$ cat src/hdl/mts_pkg.sv
`timescale 1ns / 1ps
`default_nettype none
// ----------------------------------------------------------------------------
// mts_pkg
// shared command codes and their width for the min-tracking stack
// ----------------------------------------------------------------------------
package mts_pkg;

    localparam int CMD_WIDTH = 2;

    localparam logic [CMD_WIDTH-1:0] CMD_PUSH = 2'd0;
    localparam logic [CMD_WIDTH-1:0] CMD_POP  = 2'd1;
    localparam logic [CMD_WIDTH-1:0] CMD_READ = 2'd2;

endpackage
`default_nettype wire

$ cat src/hdl/mts_in_if.sv
`timescale 1ns / 1ps
`default_nettype none
// ----------------------------------------------------------------------------
// mts_in_if
// request channel: command and pushed word with valid/ready
// ----------------------------------------------------------------------------
interface mts_in_if #(
    parameter int DATA_WIDTH = 32
);
    logic                                 valid;
    logic                                 ready;
    logic        [mts_pkg::CMD_WIDTH-1:0] command;
    logic signed [DATA_WIDTH-1:0]         value;

    modport source (output valid, output command, output value, input ready);
    modport sink   (input valid, input command, input value, output ready);
endinterface
`default_nettype wire

$ cat src/hdl/mts_out_if.sv
`timescale 1ns / 1ps
`default_nettype none
// ----------------------------------------------------------------------------
// mts_out_if
// result channel: top, minimum, level and flags with valid/ready
// ----------------------------------------------------------------------------
interface mts_out_if #(
    parameter int DATA_WIDTH  = 32,
    parameter int LEVEL_WIDTH = 7
);
    logic                          valid;
    logic                          ready;
    logic signed [DATA_WIDTH-1:0]  top_value;
    logic signed [DATA_WIDTH-1:0]  min_value;
    logic        [LEVEL_WIDTH-1:0] fill_level;
    logic                          is_empty;
    logic                          push_rejected;
    logic                          pop_rejected;

    modport source (
        output valid, output top_value, output min_value, output fill_level,
        output is_empty, output push_rejected, output pop_rejected,
        input ready
    );
    modport sink (
        input valid, input top_value, input min_value, input fill_level,
        input is_empty, input push_rejected, input pop_rejected,
        output ready
    );
endinterface
`default_nettype wire

$ cat src/hdl/mts_mem.sv
`timescale 1ns / 1ps
`default_nettype none
// ----------------------------------------------------------------------------
// mts_mem
// entry store below the top: one write port, one registered read port
// ----------------------------------------------------------------------------
module mts_mem #(
    parameter int DATA_WIDTH = 32,
    parameter int DEPTH      = 64,
    parameter int ADDR_WIDTH = 6
) (
    input  wire logic                    clk,
    input  wire logic                    wr_en,
    input  wire logic [ADDR_WIDTH-1:0]   wr_addr,
    input  wire logic [2*DATA_WIDTH-1:0] wr_data,
    input  wire logic                    rd_en,
    input  wire logic [ADDR_WIDTH-1:0]   rd_addr,
    output logic      [2*DATA_WIDTH-1:0] rd_data
);

    logic [2*DATA_WIDTH-1:0] store_mem [DEPTH];
    logic [2*DATA_WIDTH-1:0] rd_data_reg;

    always_ff @(posedge clk)
    begin
        if (wr_en)
        begin
            store_mem[wr_addr] <= wr_data;
        end
        if (rd_en)
        begin
            rd_data_reg <= store_mem[rd_addr];
        end
    end

    assign rd_data = rd_data_reg;

endmodule
`default_nettype wire

$ cat src/hdl/min_tracking_stack_top.sv
`timescale 1ns / 1ps
`default_nettype none
// ----------------------------------------------------------------------------
// min_tracking_stack_top
// lifo of signed words that reports its smallest held value on every request
// ----------------------------------------------------------------------------
// The stack takes one request at a time and returns exactly one result per
// request. The top entry and its running minimum live in registers; every
// entry below it sits in a single-port-write, registered-read memory together
// with the minimum that was current when it was pushed. A push, a read, a
// rejected request and a pop that empties the stack are done at the accepting
// edge: the result register loads at that edge and the next request can be
// taken in the following cycle, so back-to-back traffic runs at one request
// per cycle as long as the result side keeps taking results and no pop
// leaves entries behind. Such a pop passes through the load state, as the
// new top has to come back through the registered read port. The result
// register parts the two sides: a new request is accepted in the same cycle
// a waiting result is taken. Top and minimum read as 0 when the stack is
// empty; a push onto a full stack and a pop of an empty one change nothing
// and raise their flag. No clearing pass is needed after reset.
// ----------------------------------------------------------------------------
module min_tracking_stack_top #(
    parameter int DATA_WIDTH = 32,
    parameter int DEPTH      = 64
) (
    input  wire logic clk,
    input  wire logic rst_n,
    mts_in_if.sink    request,
    mts_out_if.source result
);

    localparam int ADDR_WIDTH  = (DEPTH > 1) ? $clog2(DEPTH) : 1;
    localparam int LEVEL_WIDTH = $clog2(DEPTH + 1);

    typedef enum logic {
        S_IDLE,
        S_LOAD
    } state_t;

    // control and top-of-stack registers
    state_t                        state_reg;
    logic        [LEVEL_WIDTH-1:0] fill_reg;
    logic signed [DATA_WIDTH-1:0]  top_reg;
    logic signed [DATA_WIDTH-1:0]  top_min_reg;

    // result register
    logic                          out_valid_reg;
    logic signed [DATA_WIDTH-1:0]  out_top_reg;
    logic signed [DATA_WIDTH-1:0]  out_min_reg;
    logic        [LEVEL_WIDTH-1:0] out_fill_reg;
    logic                          out_empty_reg;
    logic                          out_push_rej_reg;
    logic                          out_pop_rej_reg;

    logic                          accept;
    logic                          out_free;
    logic                          is_push;
    logic                          is_pop;
    logic                          stack_full;
    logic                          stack_empty;
    logic        [LEVEL_WIDTH-1:0] fill_m1;
    logic        [LEVEL_WIDTH-1:0] fill_m2;
    logic        [LEVEL_WIDTH-1:0] fill_p1;
    logic signed [DATA_WIDTH-1:0]  push_min;
    logic signed [DATA_WIDTH-1:0]  cur_top;
    logic signed [DATA_WIDTH-1:0]  cur_min;

    // memory port
    logic                          wr_en;
    logic        [ADDR_WIDTH-1:0]  wr_addr;
    logic        [2*DATA_WIDTH-1:0] wr_data;
    logic                          rd_en;
    logic        [ADDR_WIDTH-1:0]  rd_addr;
    logic        [2*DATA_WIDTH-1:0] rd_data;
    logic signed [DATA_WIDTH-1:0]  rd_value;
    logic signed [DATA_WIDTH-1:0]  rd_min;

    // result slot is free when empty or being taken this cycle
    assign out_free      = !out_valid_reg || result.ready;
    assign request.ready = (state_reg == S_IDLE) && out_free;
    assign accept        = request.valid && request.ready;

    assign is_push     = (request.command == mts_pkg::CMD_PUSH);
    assign is_pop      = (request.command == mts_pkg::CMD_POP);
    assign stack_full  = (fill_reg == LEVEL_WIDTH'(DEPTH));
    assign stack_empty = (fill_reg == '0);
    assign fill_m1     = fill_reg - LEVEL_WIDTH'(1);
    assign fill_m2     = fill_reg - LEVEL_WIDTH'(2);
    assign fill_p1     = fill_reg + LEVEL_WIDTH'(1);

    // running minimum for a new entry; a tie keeps the older minimum
    assign push_min = (!stack_empty && !(request.value < top_min_reg))
                    ? top_min_reg : request.value;

    // top and minimum as seen by the outside, zero when empty
    assign cur_top = stack_empty ? '0 : top_reg;
    assign cur_min = stack_empty ? '0 : top_min_reg;

    // a push spills the old top into the memory below the new one
    assign wr_en   = accept && is_push && !stack_full && !stack_empty;
    assign wr_addr = fill_m1[ADDR_WIDTH-1:0];
    assign wr_data = {top_reg, top_min_reg};

    // a pop that leaves entries fetches the entry under the top
    assign rd_en   = accept && is_pop && (fill_reg > LEVEL_WIDTH'(1));
    assign rd_addr = fill_m2[ADDR_WIDTH-1:0];

    assign rd_value = rd_data[2*DATA_WIDTH-1:DATA_WIDTH];
    assign rd_min   = rd_data[DATA_WIDTH-1:0];

    mts_mem #(
        .DATA_WIDTH (DATA_WIDTH),
        .DEPTH      (DEPTH),
        .ADDR_WIDTH (ADDR_WIDTH)
    ) u_mem (
        .clk     (clk),
        .wr_en   (wr_en),
        .wr_addr (wr_addr),
        .wr_data (wr_data),
        .rd_en   (rd_en),
        .rd_addr (rd_addr),
        .rd_data (rd_data)
    );

    always_ff @(posedge clk or negedge rst_n)
    begin
        if (!rst_n)
        begin
            state_reg        <= S_IDLE;
            fill_reg         <= '0;
            top_reg          <= '0;
            top_min_reg      <= '0;
            out_valid_reg    <= 1'b0;
            out_top_reg      <= '0;
            out_min_reg      <= '0;
            out_fill_reg     <= '0;
            out_empty_reg    <= 1'b1;
            out_push_rej_reg <= 1'b0;
            out_pop_rej_reg  <= 1'b0;
        end
        else
        begin
            if (out_valid_reg && result.ready)
            begin
                out_valid_reg <= 1'b0;
            end

            case (state_reg)
                S_IDLE:
                begin
                    if (accept)
                    begin
                        out_valid_reg    <= 1'b1;
                        out_push_rej_reg <= 1'b0;
                        out_pop_rej_reg  <= 1'b0;
                        out_top_reg      <= cur_top;
                        out_min_reg      <= cur_min;
                        out_fill_reg     <= fill_reg;
                        out_empty_reg    <= stack_empty;
                        if (is_push)
                        begin
                            if (stack_full)
                            begin
                                out_push_rej_reg <= 1'b1;
                            end
                            else
                            begin
                                top_reg       <= request.value;
                                top_min_reg   <= push_min;
                                fill_reg      <= fill_p1;
                                out_top_reg   <= request.value;
                                out_min_reg   <= push_min;
                                out_fill_reg  <= fill_p1;
                                out_empty_reg <= 1'b0;
                            end
                        end
                        else if (is_pop)
                        begin
                            if (stack_empty)
                            begin
                                out_pop_rej_reg <= 1'b1;
                            end
                            else if (fill_reg == LEVEL_WIDTH'(1))
                            begin
                                fill_reg      <= '0;
                                out_top_reg   <= '0;
                                out_min_reg   <= '0;
                                out_fill_reg  <= '0;
                                out_empty_reg <= 1'b1;
                            end
                            else
                            begin
                                // new top arrives from memory next cycle
                                fill_reg      <= fill_m1;
                                out_valid_reg <= 1'b0;
                                state_reg     <= S_LOAD;
                            end
                        end
                    end
                end
                S_LOAD:
                begin
                    top_reg          <= rd_value;
                    top_min_reg      <= rd_min;
                    out_valid_reg    <= 1'b1;
                    out_top_reg      <= rd_value;
                    out_min_reg      <= rd_min;
                    out_fill_reg     <= fill_reg;
                    out_empty_reg    <= 1'b0;
                    out_push_rej_reg <= 1'b0;
                    out_pop_rej_reg  <= 1'b0;
                    state_reg        <= S_IDLE;
                end
                default:
                begin
                    state_reg <= S_IDLE;
                end
            endcase
        end
    end

    assign result.valid         = out_valid_reg;
    assign result.top_value     = out_top_reg;
    assign result.min_value     = out_min_reg;
    assign result.fill_level    = out_fill_reg;
    assign result.is_empty      = out_empty_reg;
    assign result.push_rejected = out_push_rej_reg;
    assign result.pop_rejected  = out_pop_rej_reg;

    // level never passes the capacity
    assert property (@(posedge clk) disable iff (!rst_n)
        fill_reg <= LEVEL_WIDTH'(DEPTH))
        else $error("fill level above capacity");

    // memory is never written and read in the same cycle
    assert property (@(posedge clk) disable iff (!rst_n)
        !(wr_en && rd_en))
        else $error("memory write and read overlap");

    // the load cycle always finds the result slot empty
    assert property (@(posedge clk) disable iff (!rst_n)
        (state_reg == S_LOAD) |-> !out_valid_reg)
        else $error("result slot busy during load");

    // a pop that leaves entries goes through the load cycle
    assert property (@(posedge clk) disable iff (!rst_n)
        rd_en |=> (state_reg == S_LOAD) && !request.ready)
        else $error("pop did not wait for memory data");

    // an accepted push on a non-full stack raises the level by one
    assert property (@(posedge clk) disable iff (!rst_n)
        (accept && is_push && !stack_full) |=> (fill_reg == $past(fill_p1)))
        else $error("push did not raise the level");

endmodule
`default_nettype wire
$ cat src/flat_wrapper.sv
// flat-port wrapper written by rule: the top's interface ports become plain ports
module min_tracking_stack_top_flat 
#(
    parameter int DATA_WIDTH = 32,
    parameter int DEPTH      = 64
)
  (clk, rst_n, request_valid, request_command, request_value, request_ready, result_valid, result_top_value, result_min_value, result_fill_level, result_is_empty, result_push_rejected, result_pop_rejected, result_ready);
  mts_in_if #(.DATA_WIDTH(DATA_WIDTH)) request_i ();
  mts_out_if #(.DATA_WIDTH(DATA_WIDTH)) result_i ();
  input  wire logic clk;
  input  wire logic rst_n;
  input wire logic [$bits(request_i.valid)-1:0] request_valid;
  input wire logic [$bits(request_i.command)-1:0] request_command;
  input wire logic [$bits(request_i.value)-1:0] request_value;
  output wire logic [$bits(request_i.ready)-1:0] request_ready;
  output wire logic [$bits(result_i.valid)-1:0] result_valid;
  output wire logic [$bits(result_i.top_value)-1:0] result_top_value;
  output wire logic [$bits(result_i.min_value)-1:0] result_min_value;
  output wire logic [$bits(result_i.fill_level)-1:0] result_fill_level;
  output wire logic [$bits(result_i.is_empty)-1:0] result_is_empty;
  output wire logic [$bits(result_i.push_rejected)-1:0] result_push_rejected;
  output wire logic [$bits(result_i.pop_rejected)-1:0] result_pop_rejected;
  input wire logic [$bits(result_i.ready)-1:0] result_ready;
  assign request_i.valid = request_valid;
  assign request_i.command = request_command;
  assign request_i.value = request_value;
  assign request_ready = request_i.ready;
  assign result_valid = result_i.valid;
  assign result_top_value = result_i.top_value;
  assign result_min_value = result_i.min_value;
  assign result_fill_level = result_i.fill_level;
  assign result_is_empty = result_i.is_empty;
  assign result_push_rejected = result_i.push_rejected;
  assign result_pop_rejected = result_i.pop_rejected;
  assign result_i.ready = result_ready;
  min_tracking_stack_top #(.DATA_WIDTH(DATA_WIDTH), .DEPTH(DEPTH)) u_core (.clk(clk), .rst_n(rst_n), .request(request_i), .result(result_i));
endmodule
$ cat config.mk
export PLATFORM = sky130hd
export DESIGN_NAME = min_tracking_stack_top_flat
export DESIGN_NICKNAME = d
export VERILOG_FILES = /design/src/hdl/mts_pkg.sv /design/src/hdl/mts_in_if.sv /design/src/hdl/mts_out_if.sv /design/src/hdl/mts_mem.sv /design/src/hdl/min_tracking_stack_top.sv /design/src/flat_wrapper.sv
export SDC_FILE = /design/constraint.sdc
export NUM_CORES = 2
export LEC_CHECK = 0
export ABC_AREA = 1
export ABC_CLOCK_PERIOD_IN_PS = 13400
export BUFFER_PORTS_ARGS = -buffer_cell sky130_fd_sc_hd__buf_2
export CAP_MARGIN = 20
export CORE_AREA = 2 2 599 720
export CTS_CLUSTER_SIZE = 40
export DETAILED_ROUTE_END_ITERATION = 7
export DIE_AREA = 0 0 601 722
export HOLD_SLACK_MARGIN = 0.06
export MAX_ROUTING_LAYER = met4
export PLACE_DENSITY = 0.63
export SLEW_MARGIN = 10
export SYNTH_ARGS = -nofsm -noshare
export SYNTH_HDL_FRONTEND = slang
export SYNTH_SLANG_ARGS = --single-unit
export TNS_END_PERCENT = 100
$ cat constraint.sdc
create_clock -name clk -period 13.4 [get_ports clk]
set_input_delay 2.68 -clock clk [delete_from_list [all_inputs] [get_ports clk]]
set_output_delay 2.68 -clock clk [all_outputs]
set_load 0.01 [all_outputs]
Word level (Yosys, flattened, before mapping). Memory sizes are Yosys's and may differ from the RTL's. A register that Yosys moved wholly into a read port is not among the register bits. Index checks and enable logic that the tools add are counted.

Output and inout bits: 76. Bits in writable memories: 4096. Word-level logic and storage cells: 110. Memories: 1. Bits of input ports: 38. Bits in registers: 147.

Memory list: u_core.u_mem.store_mem (depth 64, width 64, rd ports 1, clocked after memory_dff 1, write ports 1, RTL line mts_mem.sv:21) `logic [2*DATA_WIDTH-1:0] store_mem [DEPTH];`.

Bitwise logic cells: 1. Multiplexer cells: 65. Order comparisons: 2. Reductions and logical operators: 19. Add/sub/neg operators: 3. Equal/unequal tests: 8.

Operators by type and width (number): 2-to-1 mux 32 bit (21); case mux 32 bit (2 select lines) (4); 2-to-1 mux 7 bit (10); < comparator 32 bit (1); 2-to-1 mux 1 bit (24); case mux 7 bit (2 select lines) (1); case mux 1 bit (2 select lines) (5); logical AND 1 bit (9); adder 7 x 1 -> 7 bit, second input constant (1); equality test 7 x 1 -> 1 bit, second input constant (1); equality test 7 bit, second input constant (1); greater-than comparator 7 x 1 -> 1 bit, second input constant (1); zero test 7 bit (1); subtractor 7 x 1 -> 7 bit, second input constant (1); != test 2 x 1 -> 1 bit, second input constant (3); subtractor 6 x 2 -> 6 bit, second input constant (1); zero test 1 bit (4); AND reduction 4 bit (1); != test 3 x 2 -> 1 bit, second input constant (1); AND reduction 3 bit (1); equality test 2 x 1 -> 1 bit, second input constant (1); zero test 2 bit (1); != test 2 bit, second input constant (1); nonzero test 2 bit (1); other kinds (2) (2).

Logic depth before layout (Yosys ltp).
Depth in word-level cells: 9. Mapped depth: 18. Gate-level depth less buffers: 17.

Hierarchy. Synthesis repeated with hierarchy kept, for this count alone.

Cells, all modules: 14773. Area, all modules: 175612.2 um^2.

By module, submodules not included: mts_mem (instances 1, sequential area each 124919.8 um^2, cells each 13405, area an instance 165946.7 um^2); min_tracking_stack_top (instances 1, sequential area each 3679.8 um^2, cells each 1368, area an instance 9665.5 um^2).

Least setup slack after synthesis. Ideal clock, no wire load.

Kind: input -> register. Start point: input port result_ready. End point: register u_core.u_mem.rd_data_reg[0], in the netlist u_core.u_mem.rd_data[0] (read register of u_core.u_mem.store_mem), enable pin. Arrival time: 7.672 ns. Setup time: 0.565 ns. Path slack: 5.163 ns. Stages: 6. Data required time: 12.835 ns. Path buffers: 0. Cells stage by stage: inv_1 a21oi_1 nand2_1 inv_1 nand2_1 nor3_1.

Longest elaborated chain between the ends: 5.

Ends and longest elaborated chain: start, declared (RTL line flat_wrapper.sv:23) `input wire logic [$bits(result_i.ready)-1:0] result_ready;`; logical OR 1 bit (RTL line min_tracking_stack_top.sv:79) `assign out_free = !out_valid_reg || result.ready;`; logical AND 1 bit (RTL line min_tracking_stack_top.sv:80) `assign request.ready = (state_reg == S_IDLE) && out_free;`; net request_ready (RTL line flat_wrapper.sv:15) `output wire logic [$bits(request_i.ready)-1:0] request_ready;`; logical AND 1 bit (RTL line min_tracking_stack_top.sv:81) `assign accept = request.valid && request.ready;`; logical AND 1 bit (2 in series) (RTL line min_tracking_stack_top.sv:105) `assign rd_en = accept && is_pop && (fill_reg > LEVEL_WIDTH'(1));`; net u_core.rd_en (RTL line min_tracking_stack_top.sv:72) `logic rd_en;`; end, declared (RTL line mts_mem.sv:22) `logic [2*DATA_WIDTH-1:0] rd_data_reg;`.

The timed path passes the listed nets, and every way through them passes these cells. A chain may end at the register's enable or synchronous reset.

Worst setup path in the final report.
Start point: input port result_ready. End point: memory u_core.u_mem.store_mem[2][41] (netlist name), enable pin.

Longest elaborated chain between the ends: 8.

Ends and longest elaborated chain: logical OR 1 bit (RTL line min_tracking_stack_top.sv:79); logical AND 1 bit (RTL line min_tracking_stack_top.sv:80); logical AND 1 bit (RTL line min_tracking_stack_top.sv:81); logical AND 1 bit (3 in series) (RTL line min_tracking_stack_top.sv:100) `assign wr_en = accept && is_push && !stack_full && !stack_empty;`; 2-to-1 mux 1 bit (RTL line mts_mem.sv:26) `if (wr_en)`; 2-to-1 mux 1 bit (not written as such) (RTL line mts_mem.sv:28) `store_mem[wr_addr] <= wr_data;`; end, declared (RTL line mts_mem.sv:21).

No other way between the ends.

==> flow_summary.toml <==
[layout]
final_cell_mix = "4160 x edfxtp_1, 2857 x nor2_1, 2371 x o21ai_0"
utilization = 0.4448
drive_above_1_share = 0.08488
largest_reg_flops = 4096
final_common_cell = "edfxtp_1"
syn_to_final_growth_pct = 11.49
nNetsFinal = 13058

[drt]
via_count = 114436
wire_per_inst_um = 28.42
ant_nets = 0
wirelength_um = 540000
dr.pass1.iters = 8
drc = 1
drt_iter0_drc = 17028
routed_via_density = 6.022

[clock_tree]
cts_tree = "built"
cts_buffer_depth = 4
cts_sinks = 4307
cts-buffers-inserted = 390
ctsHoldBuffers = 0
clk_pin_slew_worst_paths_ns = 0.07
htree_levels = 5
cts_root_buffer = "clkbuf_16"
clock_latency_ns = 0.95
ctsResizeCount = 0
cts_setup_buffers = 0

[die]
dieArea_um2 = 433900
core_area_um2 = 426800
die_h_um = 722
boundaryPins = 114
num_rows = 263
fp.dieW_um = 601
start_util = 0.3989

[timing]
layout_min_cycle_time_ns = 6.447
tightest_slew_ns = 1.158
final_hold_viol_count = 0
finalClockSkew_ns = 0.05480
final.setup.tns_ns = 0
hold_ws_ns = 0.4883
setup_viol = 0
fin_crit_sh = 0.4811
relSlewSlack = 0.2262
clock.fmax_ghz = 0.1551
slew_viol_final = 0
grt_setup_unrepaired = "no"

[power]
power_per_cell_area_nw_per_um2 = 255.4
p_leak_uw = 0.05976
power_frac_seq = 0.369
vdd_drop_max_v = 0.0003423
sw_frac_of_total = 0.4267
power_frac_clock = 0.233
p_switching_uw = 20690
power_frac_comb = 0.398
p_int_uw = 27800
finalPower_uw = 48490

[global_route]
grt_pass1_vias = 104437
antenna_found_initial = 25
grt_overflow = 0
grtUsageTotal = 0.2468
grt_pass1_wl_um = 765400
grt_max_degree = 171

[setup_path]
worst-setup-path-type = "in2reg"
arrival_ns = 6.99
rr_startpoint = "u_core.fill_reg[1]"
worstPathRequired_ns = 13.94
ff2ff_path_depth = 11
timing.rr.end = "u_core.u_mem.store_mem[2][41]"
startpoint_type = "primary input"
reg2reg_slack_ns = 7.21
worst-path-max-fanout = 27
setup.worst_path.end_class = "flop"

[placement]
finalWeightedCongestion = 0.8721
port_buffers = 113
dpl.hpwl_um = 287800

[yosys]
syn_area_um2 = 170300
ys.flop_type = "edfxtp_1"
yosys_warnings = 0
synth.ff_latch_count = 4307
synth_edf_count = 4160
synthArstFlopShare = 0.03413
synth.distinct_cells = 41
synthCells = 13135
seq_area_frac_synth = 0.7553
syn-num-nets = 13210
syn_area_per_cell_um2 = 12.96

[min_path]
min-delay-start = "u_core.result.push_rejected"
whs_path_depth = 2
hold_path.class = "reg2reg"
hold_end = "u_core.result.push_rejected"

[outcome]
status = "finished with violations"
violations = "DRC"

[run]
cap_violations = 0
-- worst max-delay path by stage --
stage / cells past startpoint / from / to / slack [ns]
after global placement: 11 / result_ready / u_core.u_mem.store_mem[2][9] / 6.14
after CTS: 11 / result_ready / u_core.u_mem.store_mem[2][41] / 7.09
after detailed placement: 11 / result_ready / u_core.u_mem.store_mem[2][9] / 6.12
final: 11 / result_ready / u_core.u_mem.store_mem[2][41] / 6.95
after floorplan: 6 / result_ready / u_core.u_mem.rd_data[0] / 5.16
after global routing: 11 / result_ready / u_core.u_mem.store_mem[2][41] / 6.84
-- kinds of logic after synthesis --
logic type / Yosys count / share of synthesized area
AND/OR/NAND/NOR: 3511 / 0.07933
XOR/XNOR: 9 / 0.0005511
AO/OA/AOI/OAI: 4170 / 0.1347
flip-flops: 4307 / 0.7553
buffers and inverters: 1101 / 0.02739
adder cells (fa/ha/maj): 37 / 0.002719
-- final cells by class --
class | count | area (µm²)
antenna | 17 | 42.54
clock buffer | 461 | 10120
fill | 37953 | 237000
timing repair buffer | 422 | 3277
multi-input combinational | 7727 | 37570
inverter | 135 | 564.3
sequential | 4307 | 128700
clock inverter | 237 | 2452
tap | 5697 | 7128
-- cells in the mapped netlist, drive strengths merged, types with 3 or more instances --
master	n	area, µm²
a41oi	12	105.1
clkbuf	642	2412
buf	324	1744
nor3	6	40.04
nand4	33	206.5
o31ai	12	90.09
o21ai	2580	12910
ha	37	462.9
nand2	429	1610
clkinv	3	12.51
o22ai	1149	7188
a21oi	224	1121
inv	132	495.5
or3	12	75.07
a31oi	53	331.6
o21bai	11	82.58
dfrtp	146	3654
edfxtp	4160	124900
xor2	9	93.84
o211ai	12	90.09
nand3	102	550.5
nor2	2927	11010
o32ai	113	989.7
-- worst max-delay path, cell delays in order --
cell and delay [ns]:
buf_2 0.07, inv_1 0.03, a21oi_1 0.21, nand2_1 0.22
nor3_2 0.33, nand2_1 0.24, nor2_1 0.29, nand2_1 0.50
nor2_4 0.88, buf_4 0.86, buf_4 0.63
-- through the flow --
| step | std cells | setup slack (ns) | cell area, µm² |
|---|---|---|---|
| final | 19003 | 6.953 | 189800 |
| after global routing | 18996 | 6.844 | 189800 |
| after CTS | 18984 | 7.086 | 189800 |
| after detailed placement | 18286 | 6.120 | 177200 |
| after global placement | 18285 | 6.135 | 177200 |
| after floorplan | 13135 | 5.163 | 170300 |
-- power groups by stage --
stage	combinational [µW]	sequential (µW)	clock (µW)
6_report	19300	17900	11300
5_1_grt	20400	17900	11800
4_1_cts	18900	17800	11400
3_5_place_dp	18800	18100	0
3_3_place_gp	18700	18100	0
2_1_floorplan	10100	18500	0
-- routing by layer --
| layer | share of wire | up-vias | global-route usage |
|---|---|---|---|
| met5 | 0 | - | - |
| met4 | 0.040 | 0 | 0.08911 |
| met3 | 0.11 | 987 | 0.04168 |
| met2 | 0.46 | 6979 | 0.3817 |
| met1 | 0.38 | 57869 | 0.3291 |
| li1 | - | 48601 | - |
No activity file was read; power rests on OpenSTA's default activity.
